## src/hw/rtl/contiguous_page_allocator_compacting_core_macros.svh

```systemverilog
// assertion macros used by the page allocator rtl (cpa_ctrl)
`ifndef CONTIGUOUS_PAGE_ALLOCATOR_COMPACTING_CORE_MACROS_SVH
`define CONTIGUOUS_PAGE_ALLOCATOR_COMPACTING_CORE_MACROS_SVH

// condition that holds at every clock edge outside reset
`define CPA_ASSERT(label, expr) \
  label: assert property (@(posedge clk) disable iff (rst) (expr)) \
    else $error("cpa check failed");

// same-cycle implication
`define CPA_ASSERT_IMP(label, ante, cons) \
  label: assert property (@(posedge clk) disable iff (rst) (ante) |-> (cons)) \
    else $error("cpa implication failed");

`endif

```

## src/hw/rtl/cpa_pkg.sv

```systemverilog
// types, codes and defaults for the contiguous page allocator
`default_nettype none
package cpa_pkg;

  localparam int MAX_PAGES_DEF  = 64;
  localparam int OWNER_BITS_DEF = 16;
  localparam logic [6:0] CFG_RESET = 7'd32;

  localparam logic KIND_MOVE   = 1'b0;
  localparam logic KIND_ANSWER = 1'b1;

  typedef enum logic [1:0] {
    ACT_ALLOC = 2'd0,
    ACT_FREE  = 2'd1,
    ACT_XLATE = 2'd2,
    ACT_NOP   = 2'd3
  } action_e;

  typedef enum logic [1:0] {
    ST_OK         = 2'd0,
    ST_NO_ROOM    = 2'd1,
    ST_NO_OWNER   = 2'd2,
    ST_BAD_OFFSET = 2'd3
  } status_e;

  typedef enum logic [2:0] {
    S_IDLE,
    S_SCAN,
    S_WRITE,
    S_MOVES,
    S_SORT,
    S_FREE,
    S_COUNT,
    S_ANSWER
  } state_e;

  typedef struct packed {
    logic [1:0]  action;
    logic [15:0] owner_id;
    logic [6:0]  page_count;
    logic [5:0]  page_offset;
  } req_t;

  typedef struct packed {
    logic       kind;
    logic [5:0] move_from;
    logic [5:0] move_to;
    logic [1:0] status;
    logic [5:0] phys_page;
    logic       last;
  } res_t;

  typedef struct packed {
    logic shift;
    logic sort;
    logic phase;
  } cell_ctrl_t;

endpackage
`default_nettype wire

```

## src/hw/rtl/cpa_cell.sv

```systemverilog
// one page entry of the table: rotates toward page 0 or swaps with a neighbor
`default_nettype none
module cpa_cell
  import cpa_pkg::*;
#(
  parameter int OWNER_BITS = OWNER_BITS_DEF
) (
  input  wire logic                  clk,
  input  wire logic                  rst,
  input  wire cell_ctrl_t            ctrl,
  input  wire logic                  parity,
  input  wire logic                  self_in_range,
  input  wire logic                  up_in_range,
  input  wire logic                  up_used,
  input  wire logic [OWNER_BITS-1:0] up_owner,
  input  wire logic                  dn_used,
  output logic                       used,
  output logic [OWNER_BITS-1:0]      owner
);

  logic                  used_next;
  logic [OWNER_BITS-1:0] owner_next;

  // shift takes the upper neighbor; sort does one odd-even step
  always_comb begin
    used_next  = used;
    owner_next = owner;
    if (ctrl.shift) begin
      used_next  = up_used;
      owner_next = up_owner;
    end else if (ctrl.sort) begin
      if (parity == ctrl.phase) begin
        // lower member of the pair pulls a used page down
        if (up_in_range && !used && up_used) begin
          used_next  = 1'b1;
          owner_next = up_owner;
        end
      end else begin
        // upper member of the pair gives its page away
        if (self_in_range && !dn_used && used) begin
          used_next = 1'b0;
        end
      end
    end
  end

  always_ff @(posedge clk) begin
    if (rst) begin
      used <= 1'b0;
    end else begin
      used <= used_next;
    end
    owner <= owner_next;
  end

endmodule
`default_nettype wire

```

## src/hw/rtl/cpa_ctrl.sv

```systemverilog
// request sequencer: scan passes over the rotating table and the output register
`default_nettype none
`include "contiguous_page_allocator_compacting_core_macros.svh"
module cpa_ctrl
  import cpa_pkg::*;
#(
  parameter int MAX_PAGES  = MAX_PAGES_DEF,
  parameter int OWNER_BITS = OWNER_BITS_DEF,
  localparam int IW = $clog2(MAX_PAGES),
  localparam int CW = $clog2(MAX_PAGES + 1)
) (
  input  wire logic                  clk,
  input  wire logic                  rst,
  input  wire logic [CW-1:0]         n,
  input  wire logic                  in_valid,
  output logic                       in_ready,
  input  wire req_t                  in_item,
  output logic                       out_valid,
  input  wire logic                  out_ready,
  output res_t                       out_item,
  input  wire logic                  head_used,
  input  wire logic [OWNER_BITS-1:0] head_owner,
  output logic                       fb_used,
  output logic [OWNER_BITS-1:0]      fb_owner,
  output cell_ctrl_t                 cell_ctrl
);

  state_e        state, state_next;
  req_t          req, req_next;
  logic [IW-1:0] idx, idx_next;
  logic          second, second_next;
  logic [CW-1:0] run, run_next;
  logic [IW-1:0] start, start_next;
  logic          found, found_next;
  logic [IW-1:0] dst, dst_next;
  logic [CW-1:0] held, held_next;
  logic [IW-1:0] first, first_next;
  logic          out_valid_next;
  res_t          out_item_next;
  status_e       ans_status, ans_status_next;
  logic [5:0]    ans_phys, ans_phys_next;

  logic                  in_range;
  logic                  last_idx;
  logic [IW-1:0]         idx_inc;
  logic                  out_free;
  logic [OWNER_BITS-1:0] req_owner;
  logic                  head_match;
  logic [CW-1:0]         run_inc;
  logic                  hit;
  logic                  window;
  logic                  emit;
  logic [CW-1:0]         held_now;
  logic [IW-1:0]         first_now;
  res_t                  move_res;

  assign req_owner  = OWNER_BITS'(req.owner_id);
  assign in_range   = CW'(idx) < n;
  assign last_idx   = (idx == IW'(MAX_PAGES - 1));
  assign idx_inc    = last_idx ? '0 : IW'(idx + 1'b1);
  assign out_free   = !out_valid || out_ready;
  assign head_match = head_used && in_range && (head_owner == req_owner);
  assign run_inc    = CW'(run + 1'b1);
  assign hit        = !found && in_range && !head_used &&
                      (8'(run_inc) >= 8'(req.page_count));
  assign window     = (idx >= start) &&
                      (8'(idx) < (8'(start) + 8'(req.page_count)));
  assign emit       = head_used && in_range && (idx != dst);
  assign held_now   = head_match ? CW'(held + 1'b1) : held;
  assign first_now  = (head_match && (held == '0)) ? idx : first;

  always_comb begin
    move_res           = '0;
    move_res.kind      = KIND_MOVE;
    move_res.move_from = 6'(idx);
    move_res.move_to   = 6'(dst);
  end

  // next state, pass bookkeeping and table feedback
  always_comb begin
    state_next      = state;
    req_next        = req;
    idx_next        = idx;
    second_next     = second;
    run_next        = run;
    start_next      = start;
    found_next      = found;
    dst_next        = dst;
    held_next       = held;
    first_next      = first;
    ans_status_next = ans_status;
    ans_phys_next   = ans_phys;
    out_valid_next  = out_valid && !out_ready;
    out_item_next   = out_item;
    fb_used         = head_used;
    fb_owner        = head_owner;
    cell_ctrl       = '0;
    in_ready        = 1'b0;
    case (state)
      S_IDLE: begin
        in_ready = 1'b1;
        if (in_valid) begin
          req_next    = in_item;
          idx_next    = '0;
          run_next    = '0;
          found_next  = 1'b0;
          second_next = 1'b0;
          held_next   = '0;
          first_next  = '0;
          case (in_item.action)
            ACT_ALLOC: begin
              if (in_item.page_count == '0) begin
                ans_status_next = ST_NO_ROOM;
                ans_phys_next   = '0;
                state_next      = S_ANSWER;
              end else begin
                state_next = S_SCAN;
              end
            end
            ACT_FREE:  state_next = S_FREE;
            ACT_XLATE: state_next = S_COUNT;
            default: begin
              ans_status_next = ST_OK;
              ans_phys_next   = '0;
              state_next      = S_ANSWER;
            end
          endcase
        end
      end
      S_SCAN: begin
        // first-fit run search as pages pass the head
        cell_ctrl.shift = 1'b1;
        idx_next        = idx_inc;
        if (!found && in_range) begin
          if (!head_used) begin
            run_next = run_inc;
            if (run == '0) begin
              start_next = idx;
            end
          end else begin
            run_next = '0;
          end
        end
        if (hit) begin
          found_next = 1'b1;
        end
        if (last_idx) begin
          if (found || hit) begin
            state_next = S_WRITE;
          end else if (!second) begin
            dst_next   = '0;
            state_next = S_MOVES;
          end else begin
            ans_status_next = ST_NO_ROOM;
            ans_phys_next   = '0;
            state_next      = S_ANSWER;
          end
        end
      end
      S_WRITE: begin
        // claim the run found by the scan
        cell_ctrl.shift = 1'b1;
        idx_next        = idx_inc;
        if (window) begin
          fb_used  = 1'b1;
          fb_owner = req_owner;
        end
        if (last_idx) begin
          ans_status_next = ST_OK;
          ans_phys_next   = 6'(start);
          state_next      = S_ANSWER;
        end
      end
      S_MOVES: begin
        // report each page that compaction will move, stall on a full output
        if (!(emit && !out_free)) begin
          cell_ctrl.shift = 1'b1;
          idx_next        = idx_inc;
          if (emit) begin
            out_valid_next = 1'b1;
            out_item_next  = move_res;
          end
          if (head_used && in_range) begin
            dst_next = IW'(dst + 1'b1);
          end
          if (last_idx) begin
            state_next = S_SORT;
          end
        end
      end
      S_SORT: begin
        // odd-even steps slide used pages down in order
        cell_ctrl.sort  = 1'b1;
        cell_ctrl.phase = idx[0];
        idx_next        = idx_inc;
        if (last_idx) begin
          second_next = 1'b1;
          run_next    = '0;
          found_next  = 1'b0;
          state_next  = S_SCAN;
        end
      end
      S_FREE: begin
        cell_ctrl.shift = 1'b1;
        idx_next        = idx_inc;
        if (head_match) begin
          fb_used    = 1'b0;
          found_next = 1'b1;
        end
        if (last_idx) begin
          ans_status_next = (found || head_match) ? ST_OK : ST_NO_OWNER;
          ans_phys_next   = '0;
          state_next      = S_ANSWER;
        end
      end
      S_COUNT: begin
        cell_ctrl.shift = 1'b1;
        idx_next        = idx_inc;
        held_next       = held_now;
        first_next      = first_now;
        if (last_idx) begin
          ans_phys_next = '0;
          if (held_now == '0) begin
            ans_status_next = ST_NO_OWNER;
          end else if ({1'b0, req.page_offset} >= 7'(held_now)) begin
            ans_status_next = ST_BAD_OFFSET;
          end else begin
            ans_status_next = ST_OK;
            ans_phys_next   = 6'(first_now) + req.page_offset;
          end
          state_next = S_ANSWER;
        end
      end
      S_ANSWER: begin
        if (out_free) begin
          out_valid_next          = 1'b1;
          out_item_next           = '0;
          out_item_next.kind      = KIND_ANSWER;
          out_item_next.status    = ans_status;
          out_item_next.phys_page = ans_phys;
          out_item_next.last      = 1'b1;
          state_next              = S_IDLE;
        end
      end
      default: state_next = S_IDLE;
    endcase
  end

  // control registers
  always_ff @(posedge clk) begin
    if (rst) begin
      state     <= S_IDLE;
      out_valid <= 1'b0;
    end else begin
      state     <= state_next;
      out_valid <= out_valid_next;
    end
  end

  // pass registers and payload
  always_ff @(posedge clk) begin
    req        <= req_next;
    idx        <= idx_next;
    second     <= second_next;
    run        <= run_next;
    start      <= start_next;
    found      <= found_next;
    dst        <= dst_next;
    held       <= held_next;
    first      <= first_next;
    ans_status <= ans_status_next;
    ans_phys   <= ans_phys_next;
    out_item   <= out_item_next;
  end

  `CPA_ASSERT(a_dst_behind, (state != S_MOVES) || (dst <= idx))
  `CPA_ASSERT_IMP(a_write_found, state == S_WRITE, found)
  `CPA_ASSERT(a_held_bound, (state != S_COUNT) || (held <= n))

endmodule
`default_nettype wire

```

## src/hw/rtl/contiguous_page_allocator_compacting_core.sv

```systemverilog
// Page allocator: one item is worked on at a time over a rotating ring of page cells.
// Each shifting pass brings one page of the ring to the head per cycle, pausing while a move item waits.
// Free and translate answer after one pass; allocate with room scans and then writes the run.
// Allocate with compaction adds a move pass, a sort pass and a second scan, and may stall on move items.
// Synchronous reset marks every page free and sets pages_in_use to 32; no clearing pass.
`default_nettype none
module contiguous_page_allocator_compacting_core
  import cpa_pkg::*;
#(
  parameter int MAX_PAGES  = MAX_PAGES_DEF,
  parameter int OWNER_BITS = OWNER_BITS_DEF
) (
  input  wire logic       clk,
  input  wire logic       rst,
  input  wire logic       cfg_wr_en,
  input  wire logic [6:0] cfg_wr_data,
  input  wire logic       in_valid,
  output logic            in_ready,
  input  wire req_t       in_item,
  output logic            out_valid,
  input  wire logic       out_ready,
  output res_t            out_item
);

  localparam int CW = $clog2(MAX_PAGES + 1);

  logic [6:0]            pages_in_use;
  logic [CW-1:0]         n;
  logic                  used  [MAX_PAGES];
  logic [OWNER_BITS-1:0] owner [MAX_PAGES];
  logic                  fb_used;
  logic [OWNER_BITS-1:0] fb_owner;
  cell_ctrl_t            cell_ctrl;

  // configuration register
  always_ff @(posedge clk) begin
    if (rst) begin
      pages_in_use <= CFG_RESET;
    end else if (cfg_wr_en) begin
      pages_in_use <= cfg_wr_data;
    end
  end

  // managed page count, saturated to 1..MAX_PAGES
  always_comb begin
    if (pages_in_use == '0) begin
      n = CW'(1);
    end else if (pages_in_use > 7'(MAX_PAGES)) begin
      n = CW'(MAX_PAGES);
    end else begin
      n = CW'(pages_in_use);
    end
  end

  // ring of page cells, page 0 at the head
  for (genvar j = 0; j < MAX_PAGES; j++) begin : g_cell
    logic                  up_used;
    logic [OWNER_BITS-1:0] up_owner;
    logic                  dn_used;
    logic                  up_in_range;

    if (j == MAX_PAGES - 1) begin : g_top
      assign up_used     = fb_used;
      assign up_owner    = fb_owner;
      assign up_in_range = 1'b0;
    end else begin : g_mid
      assign up_used     = used[j+1];
      assign up_owner    = owner[j+1];
      assign up_in_range = CW'(j + 1) < n;
    end

    if (j == 0) begin : g_bot
      assign dn_used = 1'b1;
    end else begin : g_up
      assign dn_used = used[j-1];
    end

    cpa_cell #(
      .OWNER_BITS(OWNER_BITS)
    ) u_cell (
      .clk          (clk),
      .rst          (rst),
      .ctrl         (cell_ctrl),
      .parity       (1'(j % 2)),
      .self_in_range(CW'(j) < n),
      .up_in_range  (up_in_range),
      .up_used      (up_used),
      .up_owner     (up_owner),
      .dn_used      (dn_used),
      .used         (used[j]),
      .owner        (owner[j])
    );
  end

  cpa_ctrl #(
    .MAX_PAGES (MAX_PAGES),
    .OWNER_BITS(OWNER_BITS)
  ) u_ctrl (
    .clk       (clk),
    .rst       (rst),
    .n         (n),
    .in_valid  (in_valid),
    .in_ready  (in_ready),
    .in_item   (in_item),
    .out_valid (out_valid),
    .out_ready (out_ready),
    .out_item  (out_item),
    .head_used (used[0]),
    .head_owner(owner[0]),
    .fb_used   (fb_used),
    .fb_owner  (fb_owner),
    .cell_ctrl (cell_ctrl)
  );

endmodule
`default_nettype wire

```

## config.mk

```make
export PLATFORM = sky130hd
export DESIGN_NAME = contiguous_page_allocator_compacting_core
export DESIGN_NICKNAME = d
export VERILOG_FILES = /design/src/hw/rtl/cpa_pkg.sv /design/src/hw/rtl/cpa_cell.sv /design/src/hw/rtl/cpa_ctrl.sv /design/src/hw/rtl/contiguous_page_allocator_compacting_core.sv
export VERILOG_INCLUDE_DIRS = /design/src /design/src/hw/rtl
export SDC_FILE = /design/constraint.sdc
export NUM_CORES = 1
export LEC_CHECK = 0
export ABC_AREA = 1
export BUFFER_PORTS_ARGS = -buffer_cell sky130_fd_sc_hd__buf_4
export CAP_MARGIN = 20
export CORE_AREA = 2 2 269 271
export DETAILED_ROUTE_END_ITERATION = 8
export DIE_AREA = 0 0 271 273
export PLACE_DENSITY_LB_ADDON = 0.05
export SYNTH_ARGS = -nofsm -noshare
export SYNTH_HDL_FRONTEND = slang
export SYNTH_SLANG_ARGS = --single-unit
```

## constraint.sdc

```tcl
create_clock -name clk -period 5.25 [get_ports clk]
set_input_delay 1.05 -clock clk [delete_from_list [all_inputs] [get_ports clk]]
set_output_delay 1.05 -clock clk [all_outputs]
set_load 0.02 [all_outputs]
```

Word level (Yosys, flattened, before mapping)
Cells that the tools add are included.
{"block": "totals", "regBits": 1198, "in_bits": 43, "output_inout_bits": 24, "word_cells": 1400}
{"block": "classes", "addsub": 6, "n_lt_le_gt_ge": 69, "n_eq_ne": 64, "n_mux": 652, "bitwise_logic": 1, "n_reduce_logical": 458}
{"operator": "two-way mux 16 bit", "n": 254}
{"operator": "AND reduction 3 bit", "n": 127}
{"operator": "two-way mux 1 bit", "n": 330}
{"operator": "less-than comparator 6 x 7 -> 1 bit, first input constant", "n": 32}
{"operator": "nonzero test 2 bit", "n": 69}
{"operator": "logical AND 1 bit", "n": 136}
{"operator": "two-way mux 6 bit", "n": 19}
{"operator": "less-than comparator 5 x 7 -> 1 bit, first input constant", "n": 16}
{"operator": "nonzero test 3 bit", "n": 34}
{"operator": "inequality test 3 x 1 -> 1 bit, second input constant", "n": 31}
{"operator": "zero test 1 bit", "n": 67}
{"operator": "two-way mux 22 bit", "n": 3}
{"operator": "less-than comparator 4 x 7 -> 1 bit, first input constant", "n": 8}
{"operator": "two-way mux 7 bit", "n": 7}
{"operator": "case mux 22 bit (2 select lines)", "n": 1}
{"operator": "case mux 6 bit (2 select lines)", "n": 3}
{"operator": "zero test 7 bit", "n": 5}
{"operator": "two-way mux 3 bit", "n": 10}
{"operator": "inequality test 2 x 1 -> 1 bit, second input constant", "n": 15}
{"operator": "case mux 6 bit (5 select lines)", "n": 1}
{"operator": "less-than comparator 3 x 7 -> 1 bit, first input constant", "n": 4}
{"operator": "two-way mux 2 bit", "n": 12}
{"operator": "case mux 7 bit (3 select lines)", "n": 1}
{"operator": "case mux 3 bit (6 select lines)", "n": 1}
{"operator": "45 further kinds", "n": 64}

Longest topological paths before layout
{"block": "depth", "depth_word": 13, "depth_mapped": 28, "depth_no_buf": 27}

Cells and area by module
From an unflattened synthesis, not the netlist that was laid out.
{"block": "unflattened", "hier_cells": 3666, "hier_area_um2": 47777.1}
{"module": "cpa_cell", "instances": 64, "cells_per_inst": 42, "area_per_inst_um2": 625.6}
{"module": "cpa_ctrl", "instances": 1, "cells_per_inst": 818, "area_per_inst_um2": 6673.9}
{"module": "contiguous_page_allocator_compacting_core", "instances": 1, "cells_per_inst": 160, "area_per_inst_um2": 1064.8}

Least setup slack after synthesis
Ideal clock, no wire load.
{"block": "synth_path", "path_kind": "reg2reg", "start": "register pages_in_use[5]", "end": "register u_ctrl.ans_phys[5] (data pin)", "setup_time_ps": 253, "t_arrival_ps": 3601, "slack_ps": 1395, "path_stages_with_launch": 23, "path_cell_list": "dfxtp_1 nor2_4 nand3_1 nand2_1 nand2_1 ha_1 a21o_1 a22oi_1 nand4_1 buf_4 nor2_2 buf_2 o21ai_0 ha_1 a21oi_1 nand2_1 a21o_1 a21oi_1 xor2_1 nand3b_1 a21oi_1 nand3_1 nand2_1"}
{"block": "synth_via", "elab_chain_len": 13, "elab_cells_between_ends": 17, "cone_classes": "add/sub (1); order compare (3); mux (8); reduce/logical (5)"}
{"element": "start, declared", "line_no": "contiguous_page_allocator_compacting_core.sv:27", "text": "logic [6:0] pages_in_use;"}
{"element": "start signal, assigned", "line_no": "contiguous_page_allocator_compacting_core.sv:40", "text": "pages_in_use <= cfg_wr_data;"}
{"element": "> comparator 7 bit", "line_no": "contiguous_page_allocator_compacting_core.sv:48", "text": "end else if (pages_in_use > 7'(MAX_PAGES)) begin"}
{"element": "two-way mux 7 bit", "line_no": "contiguous_page_allocator_compacting_core.sv:48"}
{"element": "two-way mux 7 bit *", "line_no": "contiguous_page_allocator_compacting_core.sv:46", "text": "if (pages_in_use == '0) begin"}
{"element": "less-than comparator 6 x 7 -> 1 bit *", "line_no": "cpa_ctrl.sv:58", "text": "assign in_range = CW'(idx) < n;"}
{"element": "logical AND 1 bit * (2 in a row)", "line_no": "cpa_ctrl.sv:62", "text": "assign head_match = head_used && in_range && (head_owner == req_owner);"}
{"element": "logical AND 1 bit *", "line_no": "cpa_ctrl.sv:70", "text": "assign first_now = (head_match && (held == '0)) ? idx : first;"}
{"element": "two-way mux 6 bit *", "line_no": "cpa_ctrl.sv:70"}
{"element": "net u_ctrl.first_now[2]", "line_no": "cpa_ctrl.sv:54", "text": "logic [IW-1:0] first_now;"}
{"element": "adder 6 bit *", "line_no": "cpa_ctrl.sv:229", "text": "ans_phys_next = 6'(first_now) + req.page_offset;"}
{"element": "two-way mux 6 bit *", "line_no": "cpa_ctrl.sv:225", "text": "end else if ({1'b0, req.page_offset} >= 7'(held_now)) begin"}
{"element": "two-way mux 6 bit *", "line_no": "cpa_ctrl.sv:223", "text": "if (held_now == '0) begin"}
{"element": "two-way mux 6 bit *", "line_no": "cpa_ctrl.sv:221", "text": "if (last_idx) begin"}
{"element": "case mux 6 bit (5 select lines) *", "line_no": "cpa_ctrl.sv:99", "text": "case (state)"}
{"element": "net u_ctrl.ans_phys_next[5]", "line_no": "cpa_ctrl.sv:41", "text": "logic [5:0] ans_phys, ans_phys_next;"}
{"element": "end signal, assigned", "line_no": "cpa_ctrl.sv:272", "text": "ans_phys <= ans_phys_next;"}
{"element": "end, declared", "line_no": "cpa_ctrl.sv:41"}
Mark *: on every way through the listed nets, which the timed path passes. The rest lies on a longest branch. The select of a mux whose other input is x is not followed.
A chain may end at the register's enable or synchronous reset.

Worst setup path in the final report
Ends and elaborated chain as after synthesis.

==> results.txt <==
Status -> finished clean
Achievable Freq -> 230 MHz
Initial core utilization -> 59.4%
Sw frac -> 29.9%
Switching Power -> 9.84 mW
Initial DRC count -> 2298
RSZ-0062 raised after global routing -> false
Post-synth EDFFs -> 1122
Critical Path Start Type -> flip-flop
Power per cell area -> 688 nW/um^2
Routed WL per cell -> 20.2 microns
Detail Route Antenna Nets -> 0
Final cycle utilization of the critical path -> 82.9%
Port Buf Inserts -> 66
CTS Hold Bufs -> 0
Worst-path clk slew -> 0.06 ns
Final setup violation count -> 0
Leakage -> 17.1 nW
Die height -> 273 microns
Dpl cell area -> 44200 sq um
Clk_lat worst skew -> 0.69 ns
Slew Limit Fails -> 0
CTS Buf Count -> 113
Clock skew -> 0.0558 ns
Core ar. -> 71000 sq um
Register area share after synthesis -> 83.4%
Number of global-route vias before repair -> 21.1k
Ys Warns -> 0
Placer Congestion -> 0.880
Setup TNS Final -> 0 ns
Synth cell types -> 52
Io pins -> 67
Most frequent cells in the layout -> edfxtp_1, nand2_1, inv_1
CP endpoint kind -> flip-flop
Post-CTS Setup Repair Bufs -> 0
#FFs+latches synth -> 1197
H-Tree Level Count -> 3
Synthesized net count -> 2686
WP data arrival -> 4.80 ns
Initial antenna violation count -> 2
Die width -> 271 microns
Clock share of power -> 24.1%
Async set-reset flop share out of synthesis -> 0%
# diodes -> 0
DIE AREA -> 74000 sq um
Ys flop type -> edfxtp_1
DRT Pass-1 Iters -> 8
Hold WC Path Type -> reg -> reg
DP Wirelength -> 47800 microns
Gate power share -> 19.8%
Post-layout util -> 67.4%
Tmin final -> 4.35 ns
Critical Path RT -> 5.70 ns
Clk buf depth -> 3
Gr usage total -> 21.0%
Worst-path maximum fanout -> 13
Nets -> 2877
Clock Root Buffer -> clkbuf_16
Max-cap violations -> 0
Global-route wire length before repair -> 119000 microns
Layout area overhead -> 13.4%
Cell Int Power -> 23.1 mW
Slew of the pin with the lowest slew margin -> 1.03 ns
Syn Area/Cell -> 16.3 sq um
Crit Path Class -> reg -> reg
Vias -> 21.3k
Avg Vias per Cell -> 5.58
Final Hold Fails -> 0
Final wirelength -> 77300 microns
Syn Std Cell Area -> 42200 sq um
Layout cell share with drive strength beyond 1 -> 12.2%
Resized Gates After CTS -> 0
Synth top area share -> 79.8%
Flop pwr share -> 56.1%
Commonest non-fill, non-tap cell in the layout -> edfxtp_1
IR drop worst, VDD -> 0.498 mV
# rows -> 98
Final instance area -> 47800 sq um
# DRC -> 0
Clk sinks -> 1197
Relative slew slack -> 31.2%
Worst hold stages -> 0
Worst R2R Path Depth -> 21
CTS tree -> built
Post-Syn Instances -> 2592
Yosys top cell by area -> edfxtp_1
Grt total ovfl -> 0
Synth area leaders -> edfxtp_1, dfxtp_1, nand2_1
Largest net degree at the start of global routing -> 91
routing by layer:
metal / part of all wire (%) / track usage [%] / routed length, microns / vias up
met2: 47 / 33.2 / 36200 / 778
met5: 0 / 0 / 0 / -
li1: - / - / - / 9870
met1: 43 / 30.0 / 33400 / 10500
met3: 7.1 / 4.12 / 5480 / 161
met4: 2.8 / 6.62 / 2140 / 0
critical path, stage by stage (launching register included):
cell,delay [ns]
dfxtp_1,0.38
nor2_4,0.17
nand3_1,0.09
nand2_1,0.13
nand2_1,0.22
ha_1,0.28
a21o_1,0.17
a22oi_1,0.38
nand4_1,0.16
buf_4,0.22
nor2_2,0.33
o21ai_0,0.19
ha_1,0.39
a21oi_1,0.16
nand2_1,0.10
a21o_1,0.16
a21oi_1,0.14
xor2_1,0.18
nand3b_1,0.12
a21oi_1,0.07
nand3_1,0.06
nand2_1,0.05
power groups by stage:
stage	clock, mW	sequential (mW)	combinational, mW
final	7.94	18.5	6.51
after floorplan	0	17.8	4.33
after CTS	8.16	18.6	6.52
after global placement	0	18.5	6.26
after detailed placement	0	18.5	6.50
after global routing	8.52	18.9	7.26
synth_stat cells (3+ instances only):
library cell / instances
o21ai_1: 7
or2_2: 4
ha_1: 49
dfxtp_1: 75
o21ai_0: 100
nand3b_1: 5
o21a_1: 3
nor4_1: 6
and3_1: 6
nand2_2: 3
o22ai_1: 3
buf_1: 7
o2111ai_1: 20
inv_2: 5
nor3b_1: 4
nand2_1: 302
o2111ai_2: 4
nand3_1: 127
inv_1: 209
a31oi_1: 9
xnor2_1: 16
mux2_2: 10
buf_4: 12
edfxtp_1: 1122
nor2_1: 207
o21bai_1: 3
a21oi_1: 99
buf_2: 14
xor2_1: 16
o211ai_1: 11
nor3_1: 17
clkbuf_1: 35
nand4_1: 58
final timing paths:
path,start,to,slack [ns]
hold / removal,g_cell[62].u_cell.owner[5],g_cell[61].u_cell.owner[5],0.39
setup reg to reg,pages_in_use[5],u_ctrl.ans_phys[5],0.90
setup / recovery,pages_in_use[5],u_ctrl.ans_phys[5],0.90
hold reg to reg,g_cell[62].u_cell.owner[5],g_cell[61].u_cell.owner[5],0.39
cells by family after synthesis:
family / synth area share, %
AO/OA/AOI/OAI: 3.71
XOR/XNOR: 0.664
adder cells (fa/ha/maj): 1.55
buffers and inverters: 2.72
flip-flops: 83.4
multiplexers: 0.267
AND/OR/NAND/NOR: 7.71
sequential cells by signal (all words and copies together), names as in the netlist, 2 cells and up:
register             count
g_cell.u_cell.owner   1024
g_cell.u_cell.used      64
pages_in_use             7
u_ctrl.ans_phys          6
u_ctrl.ans_status        2
u_ctrl.dst               6
u_ctrl.first             6
u_ctrl.held              7
u_ctrl.idx               6
u_ctrl.out_item         21
u_ctrl.req              13
u_ctrl.req_owner        16
u_ctrl.run               7
u_ctrl.start             6
u_ctrl.state             3
cell type report:
cell class              count  area (sq um)
clock buffers             132          2900
clock inverters            74           763
fillers                  4675         23100
inverters                 215           807
multi-input cells        1109          5880
flip-flops and latches   1197         35200
well taps                 950          1190
repair buffers            147          1110
per-stage QoR:
step | setup WS (ns) | hold slack (ns) | total power [mW] | cells
2_1_floorplan | 1.40 | 0.400 | 22.1 | 2592
3_5_place_dp | 0.935 | 0.405 | 25.0 | 3618
3_3_place_gp | 1.05 | 0.401 | 24.8 | 3617
6_report | 0.897 | 0.388 | 32.9 | 3824
5_1_grt | 0.607 | 0.397 | 34.6 | 3824
4_1_cts | 0.980 | 0.380 | 33.2 | 3824
No activity file was read; power rests on OpenSTA's default activity.
